===== src/rtl/core/pairwise_share_handshake_table_top_assert.svh =====
// assertion macros for the pairwise share handshake table
`ifndef PAIRWISE_SHARE_HANDSHAKE_TABLE_TOP_ASSERT_SVH
`define PAIRWISE_SHARE_HANDSHAKE_TABLE_TOP_ASSERT_SVH
`ifndef SYNTHESIS
`define PSHTBL_ASSERT_IMP(lbl, clk, rst, a, b) \
   lbl: assert property (@(posedge clk) disable iff (rst) (a) |-> (b)) \
      else $error("implication check failed");
`define PSHTBL_ASSERT_NEXT(lbl, clk, rst, a, b) \
   lbl: assert property (@(posedge clk) disable iff (rst) (a) |=> (b)) \
      else $error("next-cycle check failed");
`define PSHTBL_ASSERT_NEVER(lbl, clk, rst, a) \
   lbl: assert property (@(posedge clk) disable iff (rst) !(a)) \
      else $error("forbidden condition seen");
`else
`define PSHTBL_ASSERT_IMP(lbl, clk, rst, a, b)
`define PSHTBL_ASSERT_NEXT(lbl, clk, rst, a, b)
`define PSHTBL_ASSERT_NEVER(lbl, clk, rst, a)
`endif
`endif


===== src/rtl/core/pshtbl_pkg.sv =====
// shared types and constants of the pairwise share handshake table
package pshtbl_pkg;

   localparam int NUM_PROCESSES_DEF = 64;
   localparam int PROC_W = 6;
   localparam int VA_W = 32;

   localparam logic OP_OFFER = 1'b0;
   localparam logic OP_QUERY = 1'b1;

   typedef enum logic [1:0] {
      ST_PENDING = 2'd0,
      ST_READY   = 2'd1,
      ST_DEAD    = 2'd2
   } pshtbl_state_type;

   typedef struct packed {
      logic              operation;
      logic [PROC_W-1:0] source;
      logic [PROC_W-1:0] dest;
      logic [VA_W-1:0]   offer_va;
   } pshtbl_req_type;

   typedef struct packed {
      pshtbl_state_type status;
      logic             map_valid;
      logic [VA_W-1:0]  map_offer_va;
      logic [VA_W-1:0]  map_dest_va;
   } pshtbl_rsp_type;

   typedef struct packed {
      pshtbl_state_type state;
      logic             seen;
   } pshtbl_entry_type;

   typedef struct packed {
      logic st_we;
      logic addr_we;
   } pshtbl_wr_type;

   typedef struct packed {
      pshtbl_entry_type sd_entry;
      pshtbl_entry_type ds_entry;
      logic [VA_W-1:0]  ds_va;
   } pshtbl_rd_type;

endpackage


===== src/rtl/core/pshtbl_ctrl.sv =====
// request sequencer: read both pair entries, decide, write back, register the response
module pshtbl_ctrl #(
   parameter int  NUM_PROCESSES = pshtbl_pkg::NUM_PROCESSES_DEF,
   localparam int IDX_W = $clog2(NUM_PROCESSES * NUM_PROCESSES)
) (
   input  logic                         clock,
   input  logic                         reset,
   input  logic                         req_valid,
   output logic                         req_ready,
   input  pshtbl_pkg::pshtbl_req_type   req_word,
   output logic                         rsp_valid,
   input  logic                         rsp_ready,
   output pshtbl_pkg::pshtbl_rsp_type   rsp_word,
   input  logic                         clr_busy,
   output logic                         rd_en,
   output logic [IDX_W-1:0]             rd_sd_idx,
   output logic [IDX_W-1:0]             rd_ds_idx,
   input  pshtbl_pkg::pshtbl_rd_type    rd_data,
   output pshtbl_pkg::pshtbl_wr_type    wr_ctl,
   output logic [IDX_W-1:0]             wr_idx,
   output pshtbl_pkg::pshtbl_entry_type wr_entry,
   output logic [pshtbl_pkg::VA_W-1:0]  wr_va
);
   import pshtbl_pkg::*;

   typedef enum logic [1:0] {
      S_IDLE,
      S_EVAL,
      S_WR2
   } fsm_type;

   localparam int NUM_W = $clog2(NUM_PROCESSES + 1);
   localparam int CMP_W = (NUM_W > PROC_W) ? NUM_W : PROC_W;

   fsm_type          state_ff, state_in;
   logic             rsp_valid_ff, rsp_valid_in;
   pshtbl_rsp_type   rsp_word_ff, rsp_word_in;
   logic             op_ff;
   logic [VA_W-1:0]  va_ff;
   logic [IDX_W-1:0] sd_idx_ff;
   logic [IDX_W-1:0] ds_idx_ff;
   logic             in_range_ff;

   logic             accept;
   logic             in_range;
   logic             out_free;
   logic             sd_pend;
   logic             ds_pend;
   pshtbl_state_type sd_status;

   assign req_ready = (state_ff == S_IDLE) && !clr_busy;
   assign accept    = req_valid && req_ready;
   assign in_range  = (CMP_W'(req_word.source) < CMP_W'(NUM_PROCESSES)) &&
                      (CMP_W'(req_word.dest) < CMP_W'(NUM_PROCESSES));

   // table read issued at the accepting edge
   assign rd_en     = accept && in_range;
   assign rd_sd_idx = IDX_W'(IDX_W'(req_word.source) * IDX_W'(NUM_PROCESSES) +
                             IDX_W'(req_word.dest));
   assign rd_ds_idx = IDX_W'(IDX_W'(req_word.dest) * IDX_W'(NUM_PROCESSES) +
                             IDX_W'(req_word.source));

   assign out_free  = !rsp_valid_ff || rsp_ready;
   assign sd_pend   = (rd_data.sd_entry.state == ST_PENDING);
   assign ds_pend   = (rd_data.ds_entry.state == ST_PENDING);
   assign sd_status = (rd_data.sd_entry.state == ST_PENDING ||
                       rd_data.sd_entry.state == ST_READY) ?
                      rd_data.sd_entry.state : ST_DEAD;

   always_comb begin
      state_in     = state_ff;
      rsp_valid_in = rsp_valid_ff;
      rsp_word_in  = rsp_word_ff;
      wr_ctl       = '0;
      wr_idx       = sd_idx_ff;
      wr_entry     = '{state: ST_DEAD, seen: 1'b1};
      wr_va        = va_ff;
      if (rsp_valid_ff && rsp_ready) begin
         rsp_valid_in = 1'b0;
      end
      case (state_ff)
         S_IDLE: begin
            if (accept) begin
               state_in = S_EVAL;
            end
         end
         S_EVAL: begin
            if (out_free) begin
               rsp_valid_in = 1'b1;
               rsp_word_in  = '{status: ST_DEAD, map_valid: 1'b0,
                                map_offer_va: '0, map_dest_va: '0};
               state_in     = S_IDLE;
               if (in_range_ff) begin
                  if (op_ff == OP_OFFER) begin
                     if (sd_pend) begin
                        rsp_word_in.status = ST_PENDING;
                     end else if (ds_pend) begin
                        // partner already offered: complete both directions
                        wr_ctl.st_we             = 1'b1;
                        wr_entry                 = '{state: ST_READY, seen: 1'b1};
                        rsp_word_in.status       = ST_READY;
                        rsp_word_in.map_valid    = 1'b1;
                        rsp_word_in.map_offer_va = va_ff;
                        rsp_word_in.map_dest_va  = rd_data.ds_va;
                        state_in                 = S_WR2;
                     end else begin
                        wr_ctl.st_we       = 1'b1;
                        wr_ctl.addr_we     = 1'b1;
                        wr_entry           = '{state: ST_PENDING, seen: 1'b1};
                        rsp_word_in.status = ST_PENDING;
                     end
                  end else begin
                     if (!rd_data.sd_entry.seen) begin
                        wr_ctl.st_we       = 1'b1;
                        wr_entry           = '{state: rd_data.sd_entry.state, seen: 1'b1};
                        rsp_word_in.status = sd_status;
                     end else if (ds_pend) begin
                        rsp_word_in.status = ST_PENDING;
                     end else begin
                        rsp_word_in.status = sd_status;
                     end
                  end
               end
            end
         end
         S_WR2: begin
            wr_ctl.st_we = 1'b1;
            wr_idx       = ds_idx_ff;
            wr_entry     = '{state: ST_READY, seen: 1'b0};
            state_in     = S_IDLE;
         end
         default: begin
            state_in = S_IDLE;
         end
      endcase
   end

   always_ff @(posedge clock) begin
      rsp_word_ff <= rsp_word_in;
      if (accept) begin
         op_ff       <= req_word.operation;
         va_ff       <= req_word.offer_va;
         sd_idx_ff   <= rd_sd_idx;
         ds_idx_ff   <= rd_ds_idx;
         in_range_ff <= in_range;
      end
      if (reset) begin
         state_ff     <= S_IDLE;
         rsp_valid_ff <= 1'b0;
      end else begin
         state_ff     <= state_in;
         rsp_valid_ff <= rsp_valid_in;
      end
   end

   assign rsp_valid = rsp_valid_ff;
   assign rsp_word  = rsp_word_ff;

endmodule


===== config.mk =====
export PLATFORM = sky130hd
export DESIGN_NAME = pshtbl_ctrl
export DESIGN_NICKNAME = d
export VERILOG_FILES = /design/src/rtl/core/pairwise_share_handshake_table_top_assert.svh /design/src/rtl/core/pshtbl_pkg.sv /design/src/rtl/core/pshtbl_ctrl.sv
export SDC_FILE = /design/constraint.sdc
export NUM_CORES = 1
export LEC_CHECK = 0
export BUFFER_PORTS_ARGS = -buffer_cell sky130_fd_sc_hd__buf_2
export CORE_ASPECT_RATIO = 1.75
export CORE_MARGIN = 2
export CORE_UTILIZATION = 49
export DETAILED_ROUTE_END_ITERATION = 10
export GPL_ROUTABILITY_DRIVEN = 0
export PLACE_DENSITY = 0.85
export SYNTH_ARGS = -nofsm -noshare
export SYNTH_HDL_FRONTEND = slang
export SYNTH_SLANG_ARGS = --single-unit

===== constraint.sdc =====
create_clock -name clock -period 11.35 [get_ports clock]
set_input_delay 2.27 -clock clock [delete_from_list [all_inputs] [get_ports clock]]
set_output_delay 2.27 -clock clock [all_outputs]
set_load 0.05 [all_outputs]

# After elaboration in Yosys (flattened, before gate mapping)

Cells that the tools add are included.

Bits in registers: 127
Bits in latches: 0
Bits in writable memories: 0
Bits in read-only memories: 0
Input bits: 88
Output and inout bits: 143
Word-level logic and storage cells: 63
Memories: 0

$add $sub $neg: 2
Multipliers: 0
Divide/modulo/power cells: 0
Order comparisons: 0
Equal/unequal tests: 5
Shifts and indexed selects: 0
Muxes and demuxes: 31
Bitwise gates (word level): 1
Reduce and logical (&&, ||, !) cells: 14

Operators by type and width:

| cell                                                 | count |
|---|---|
| two-way mux 65 bit                                   | 1 |
| adder 12 x 6 -> 12 bit                               | 2 |
| two-way mux 2 bit                                    | 12 |
| two-way mux 12 bit                                   | 1 |
| two-way mux 3 bit                                    | 4 |
| two-way mux 1 bit                                    | 10 |
| logical NOT 2 bit                                    | 3 |
| case mux 3 bit (2 select lines)                      | 1 |
| equality test 2 x 1 -> 1 bit (second input constant) | 2 |
| inequality test 2 bit (second input constant)        | 2 |
| case mux 2 bit (2 select lines)                      | 1 |
| AND reduction 2 bit                                  | 2 |
| logical AND 1 bit                                    | 3 |
| OR reduction 3 bit                                   | 1 |
| equality test 2 bit (second input constant)          | 1 |
| logical NOT 1 bit                                    | 2 |
| logical OR 1 bit                                     | 2 |
| case mux 1 bit (2 select lines)                      | 1 |
| OR reduction 2 bit                                   | 1 |
| inverter 1 bit                                       | 1 |

# Depth between registers and ports, before layout

Gate-level depths: netlist of run 1.

Word-level depth: 6
Depth in mapped cells: 5
Depth with buffers taken out: 5

# Worst setup path after synthesis of run 1

No wires, ideal clock.

Path kind: input to output
Start point: input port rsp_ready
End point: output port wr_ctl[0] in the netlist's numbering
Data arrival time: 5,787 ps
Required time: 9,080 ps
Path slack: 3,293 ps
Stages: 3
Buffers on the path: 0
Cell sequence: nand2b_1 > and2_1 > nor4b_1

RTL lines:

| element     | RTL line          | text |
|---|---|---|
| from (decl) | pshtbl_ctrl.sv:12 | `input logic rsp_ready,` |
| to (decl)   | pshtbl_ctrl.sv:19 | `output pshtbl_pkg::pshtbl_wr_type wr_ctl,` |

==> results.yml, run 1 <==
power:
  power.switching_mw: 0.2744
  p_seq_share_pct: 45.2
  sw_frac_of_total_pct: 25.25
  ir_worst_vdd_mv: 0.1971
  p_leak_nw: 2.697
  p_int_mw: 0.8123
  clkPwrFrac_pct: 42.7
  cellPowerDensity_nw_per_um2: 178.0
  power.share.combinational_pct: 12.1
worst_setup_path:
  worst-path-max-fanout: 41
  critPathKind: "input pin to output port"
  regToRegEndpoint: "rsp_word[10]"
  startpoint_type: "input pin"
  cp_data_required_time_ns: 9.08
  crit_family: "simple AND/OR/NAND/NOR gates"
  reg2reg_depth: 4
  max_stage_delay_ns: 0.62
  crit_cells: 6
  reg2reg_from: "state_ff[1]"
  cp_data_arrival_time_ns: 4.33
  r2r_slack_ns: 9.11
  path_common_cell: "buf_2"
  path_cells: "buf_2, nand2b_1, and2_2, buf_4, nor4b_1, buf_2"
  cp_num_buf_inv: 3
  cpMaxStageDelayCell: "and2_2"
  end_kind: "output port"
logic_synthesis:
  avgSynthCellArea_sq_um: 16.87
  synth.distinct_cells: 30
  yosysTopAreaCellShare_pct: 74.67
  ys.flop_type: "edfxtp_1"
  yosys.area.top_type: "edfxtp_1"
  synthArstFlopShare_pct: 0
  synth_nets: 359
  yosys_warnings: 0
  synth_edf_count: 112
  netlist_top_cells_area: "edfxtp_1 (75%), and2_1 (9.2%), buf_4 (4.0%), mux2_2 (3.0%), dfxtp_1 (1.3%)"
  synth_seq_area_share_pct: 76.00
  netlist_area_sq_um: 4504
  ys_ff_latch: 115
  synth_cells: 267
hold_path:
  hold_end: "rsp_word[47]"
  hold_depth: 1
  holdCritPathClass: "flop to flop"
  hold_start: "wr_va[15]"
finish:
  utilization_pct: 67.98
  fin_nets: 576
  design_area_sq_um: 6103
  area_growth_pct: 35.50
  final_common_cell: "buf_2"
  layout-drive-gt1-share_pct: 55.44
  layout_common_cells: "buf_2 (229), edfxtp_1 (112), and2_1 (64)"
die:
  dieWidth_um: 76.48
  coreArea_sq_um: 8979
  start_util_pct: 50.17
  pin_count: 231
  die_h_um: 130.8
  rows: 46
  fp.dieArea_sq_um: 10010
sta:
  slew_headroom_pct: 54.13
  fin_crit_ns: 6.596
  fmax_mhz: 151.6
  hold_viol: 0
  setup_viol: 0
  drv_slew: 0
  worst_pin_slew_ns: 0.6880
  rsz0062_at_grt: "no"
  skew_ns: 0.009986
  fin_tns_setup_ns: 0
  fin_crit_sh_pct: 58.11
detailed_routing:
  drt_first_iter_violations: 145
  first_pass_iters: 4
  routed_wl_mm: 9.546
  vias_per_cell: 4.734
  routedWlPerCell_um: 15.47
  drc: 0
  vias: 2921
  ant_nets: 0
global_routing:
  grt_pass1_vias: 2838
  grt_start_max_net_pins: 67
  antenna_found_initial: 1
  gr-total-overflow: 0
  grt_usage_pct: 19.17
  grt_pass1_wl_mm: 14.19
clock_tree:
  cts_max_path_buffers: 2
  clk_pin_slew_ns: 0.05
  ctsResizeCount: 0
  cts_tree: "done"
  cts_num_sinks: 115
  clk_latency_ns: 0.40
  holdBufCountCts: 0
  htree_levels: 4
  post_cts_buffers: 0
  cts_made_buffers: 17
  cts-root-buf: "clkbuf_16"
place:
  io_buffers: 229
  place_area_sq_um: 5574
  dp_hpwl_mm: 7.087
outcome:
  outcome: "completed"
job:
  cap_violations: 0
==> stage by stage <==
step	hold slack, ns	worst slack [ns]	instances	power, mW
final	0.5339	4.754	617	1.087
after floorplan	0.5040	3.293	267	0.5975
after CTS	0.5394	4.741	616	1.097
after global routing	0.5497	4.587	616	1.122
after global placement	0.5222	4.788	585	0.6277
after detailed placement	0.5293	4.742	585	0.6308
==> power by group through the flow <==
stage               Clock, mW  Combinational (mW)  Sequential, mW
floorplan                   0              0.0535           0.544
global placement            0               0.129           0.498
detailed placement          0               0.132           0.499
CTS                     0.474               0.132           0.491
global route            0.492               0.138           0.492
finish                  0.464               0.131           0.491
==> routing by layer <==
metal	global-route usage, %	vias to the layer above	share of wire (%)
met3	6.937	18	7.6
li1	-	1376	-
met2	35.24	163	56
met1	18.84	1364	34
met5	0	-	0
met4	10.05	0	2.7
==> worst max-delay path by stage <==
| stage | startpoint | slack [ns] | end |
|---|---|---|---|
| floorplan | rsp_ready | 3.29 | wr_ctl[0] |
| global placement | rsp_ready | 4.79 | wr_ctl[0] |
| detailed placement | rsp_ready | 4.74 | wr_ctl[0] |
| CTS | rsp_ready | 4.74 | wr_ctl[0] |
| global route | rsp_ready | 4.59 | wr_ctl[0] |
| finish | rsp_ready | 4.75 | wr_ctl[0] |
==> logic make-up after synthesis <==
group                    synth area share, %
flip-flops                             76.00
AND/OR/NAND/NOR                        11.53
buffers and inverters                  6.083
AO/OA/AOI/OAI                          2.278
multiplexers                           3.000
adder cells (fa/ha/maj)                1.111
==> flip-flops by register name (all words and copies together), names as in the netlist <==
name	flops
rsp_word	67
wr_va	32
sd_idx_ff	11
state_ff	2
ds_idx_ff	1
op_ff	1
rsp_valid	1
==> cell type report <==
class                      count  area [sq um]
sequential                   115          3423
multi-input combinational    112         809.5
clock inverter                11         90.09
antenna                        1         2.502
inverter                       6         22.52
tap                          120         150.1
clock buffer                  20         436.7
timing repair buffer         232          1169
fill                         642          2875
==> cell usage after synthesis, types with 2 or more instances <==
library cell    n
edfxtp_1      112
nor2_1          4
nand2_1         2
buf_2           3
ha_1            4
nor2b_1         2
and2_1         66
inv_1           6
dfxtp_1         3
buf_4          24
mux2_2         12
a21oi_1         4
nand2b_1        3
clkbuf_1        3
buf_6           4
Note: power is estimated with default switching activity, not from simulation.
==> run 2: changes to the inputs <==
--- a/config.mk
+++ b/config.mk
@@ -8,10 +8,10 @@
 export BUFFER_PORTS_ARGS = -buffer_cell sky130_fd_sc_hd__buf_2
 export CORE_ASPECT_RATIO = 1.75
 export CORE_MARGIN = 2
-export CORE_UTILIZATION = 49
+export CORE_UTILIZATION = 45
 export DETAILED_ROUTE_END_ITERATION = 10
 export GPL_ROUTABILITY_DRIVEN = 0
-export PLACE_DENSITY = 0.85
+export PLACE_DENSITY = 0.79
 export SYNTH_ARGS = -nofsm -noshare
 export SYNTH_HDL_FRONTEND = slang
 export SYNTH_SLANG_ARGS = --single-unit
==> constraint.sdc (replaced) <==
create_clock -name clock -period 6.62 [get_ports clock]
set_input_delay 1.324 -clock clock [delete_from_list [all_inputs] [get_ports clock]]
set_output_delay 1.324 -clock clock [all_outputs]
set_load 0.05 [all_outputs]
==> results.yml, run 2 (synthesis gave the netlist of run 1 again) <==
sta:
  fmax_mhz: 238.8
  hold_ws_ns: 0.5366
  fin_crit_sh_pct: 63.25
  skew_ns: 0.007419
  fin_crit_ns: 4.187
  hold_viol: 0
  setup_viol: 0
  fin_tns_setup_ns: 0
  rsz0062_at_grt: "no"
  drv_slew: 0
  worst_slack_ns: 2.433
  slew_headroom_pct: 51.94
  worst_pin_slew_ns: 0.7208
job:
  cap_violations: 0
worst_setup_path:
  cp_data_required_time_ns: 5.30
  cp_data_arrival_time_ns: 2.86
  regToRegEndpoint: "rsp_word[62]"
  r2r_slack_ns: 4.37
  end_kind: "output port"
  worst-path-max-fanout: 32
  startpoint_type: "input pin"
  reg2reg_depth: 4
  cp-endpoint: "wr_ctl[0]"
  critPathKind: "input pin to output port"
  critPathLaunch: "rsp_ready"
  reg2reg_from: "state_ff[1]"
clock_tree:
  cts_num_sinks: 115
  cts_max_path_buffers: 2
  post_cts_buffers: 0
  htree_levels: 4
  ctsResizeCount: 0
  cts_made_buffers: 17
  clk_pin_slew_ns: 0.05
  cts-root-buf: "clkbuf_16"
  cts_tree: "done"
  clk_latency_ns: 0.40
  holdBufCountCts: 0
finish:
  final_common_cell: "buf_2"
  fin_nets: 576
  area_growth_pct: 37.53
  diodes: 0
  layout-drive-gt1-share_pct: 55.73
  utilization_pct: 63.28
  design_area_sq_um: 6195
  layout_common_cells: "buf_2 (229), edfxtp_1 (112), and2_1 (64)"
  largest_reg_flops: 67
detailed_routing:
  vias_per_cell: 4.701
  first_pass_iters: 4
  routedWlPerCell_um: 15.90
  routed_wl_mm: 9.888
  top_layer_used: "met4"
  drt_first_iter_violations: 96
  vias: 2924
  met2WireLength_mm: 5.284
  wl_met3_um: 746
  ant_nets: 0
  drc: 0
  wl_met1_mm: 3.373
place:
  io_buffers: 229
  dp_hpwl_mm: 7.231
  dp_slack_ns: 2.467
  place_area_sq_um: 5580
power:
  p_leak_nw: 2.732
  ir_worst_vdd_mv: 0.2243
  cellPowerDensity_nw_per_um2: 322.9
global_routing:
  gr-total-overflow: 0
  grt_start_max_net_pins: 67
  antenna_found_initial: 0
  grt_pass1_vias: 2805
  grt_usage_pct: 18.28
  grt_pass1_wl_mm: 14.15
die:
  pin_count: 231
  fp.dieArea_sq_um: 10860
  coreArea_sq_um: 9789
  start_util_pct: 46.01
  die_h_um: 136.4
  dieWidth_um: 79.63
  rows: 48
hold_path:
  holdCritPathClass: "flop to flop"
outcome:
  outcome: "completed"
-- run 2: how the worst min path moves through the flow --
| stage | to | startpoint | slack, ns | cells past startpoint |
|---|---|---|---|---|
| after global placement | rsp_word[52] | wr_va[20] | 0.52 | 1 |
| after CTS | rsp_word[56] | wr_va[24] | 0.54 | 1 |
| after detailed placement | rsp_word[56] | wr_va[24] | 0.53 | 1 |
| after global routing | rsp_word[53] | wr_va[21] | 0.55 | 1 |
| after floorplan | state_ff[0] | state_ff[0] | 0.50 | 2 |
| final | rsp_word[56] | wr_va[24] | 0.54 | 1 |
-- run 2: metrics by stage --
stage,power [mW],cells
floorplan,1.024,267
global placement,1.078,590
detailed placement,1.083,590
CTS,2.019,622
global route,2.066,622
finish,2.000,622
-- run 2: routing by layer --
| layer | vias up | global-route usage (%) |
|---|---|---|
| li1 | 1371 | - |
| met1 | 1357 | 18.07 |
| met2 | 156 | 31.19 |
| met3 | 40 | 6.507 |
| met4 | 0 | 12.74 |
| met5 | - | 0 |
-- run 2: final cells by class --
| cell class | count | area, sq um |
|---|---|---|
| clock buffers | 18 | 429.2 |
| clock inverters | 14 | 185.2 |
| fillers | 735 | 3595 |
| inverters | 6 | 22.52 |
| multi-input cells | 112 | 809.5 |
| flip-flops and latches | 115 | 3423 |
| well taps | 125 | 156.4 |
| repair buffers | 232 | 1169 |
-- run 2: critical path, cell delays in order --
cell and delay (ns):
buf_2 0.10, nand2b_1 0.18, and2_2 0.64, nor4b_1 0.29, buf_2 0.31
-- run 2: power by group --
part,leakage [nW],internal (mW),switching [mW]
clock network,0.289,0.627,0.306
registers,1.13,0.832,0.00903
logic,1.32,0.0527,0.173
total,2.73,1.51,0.489
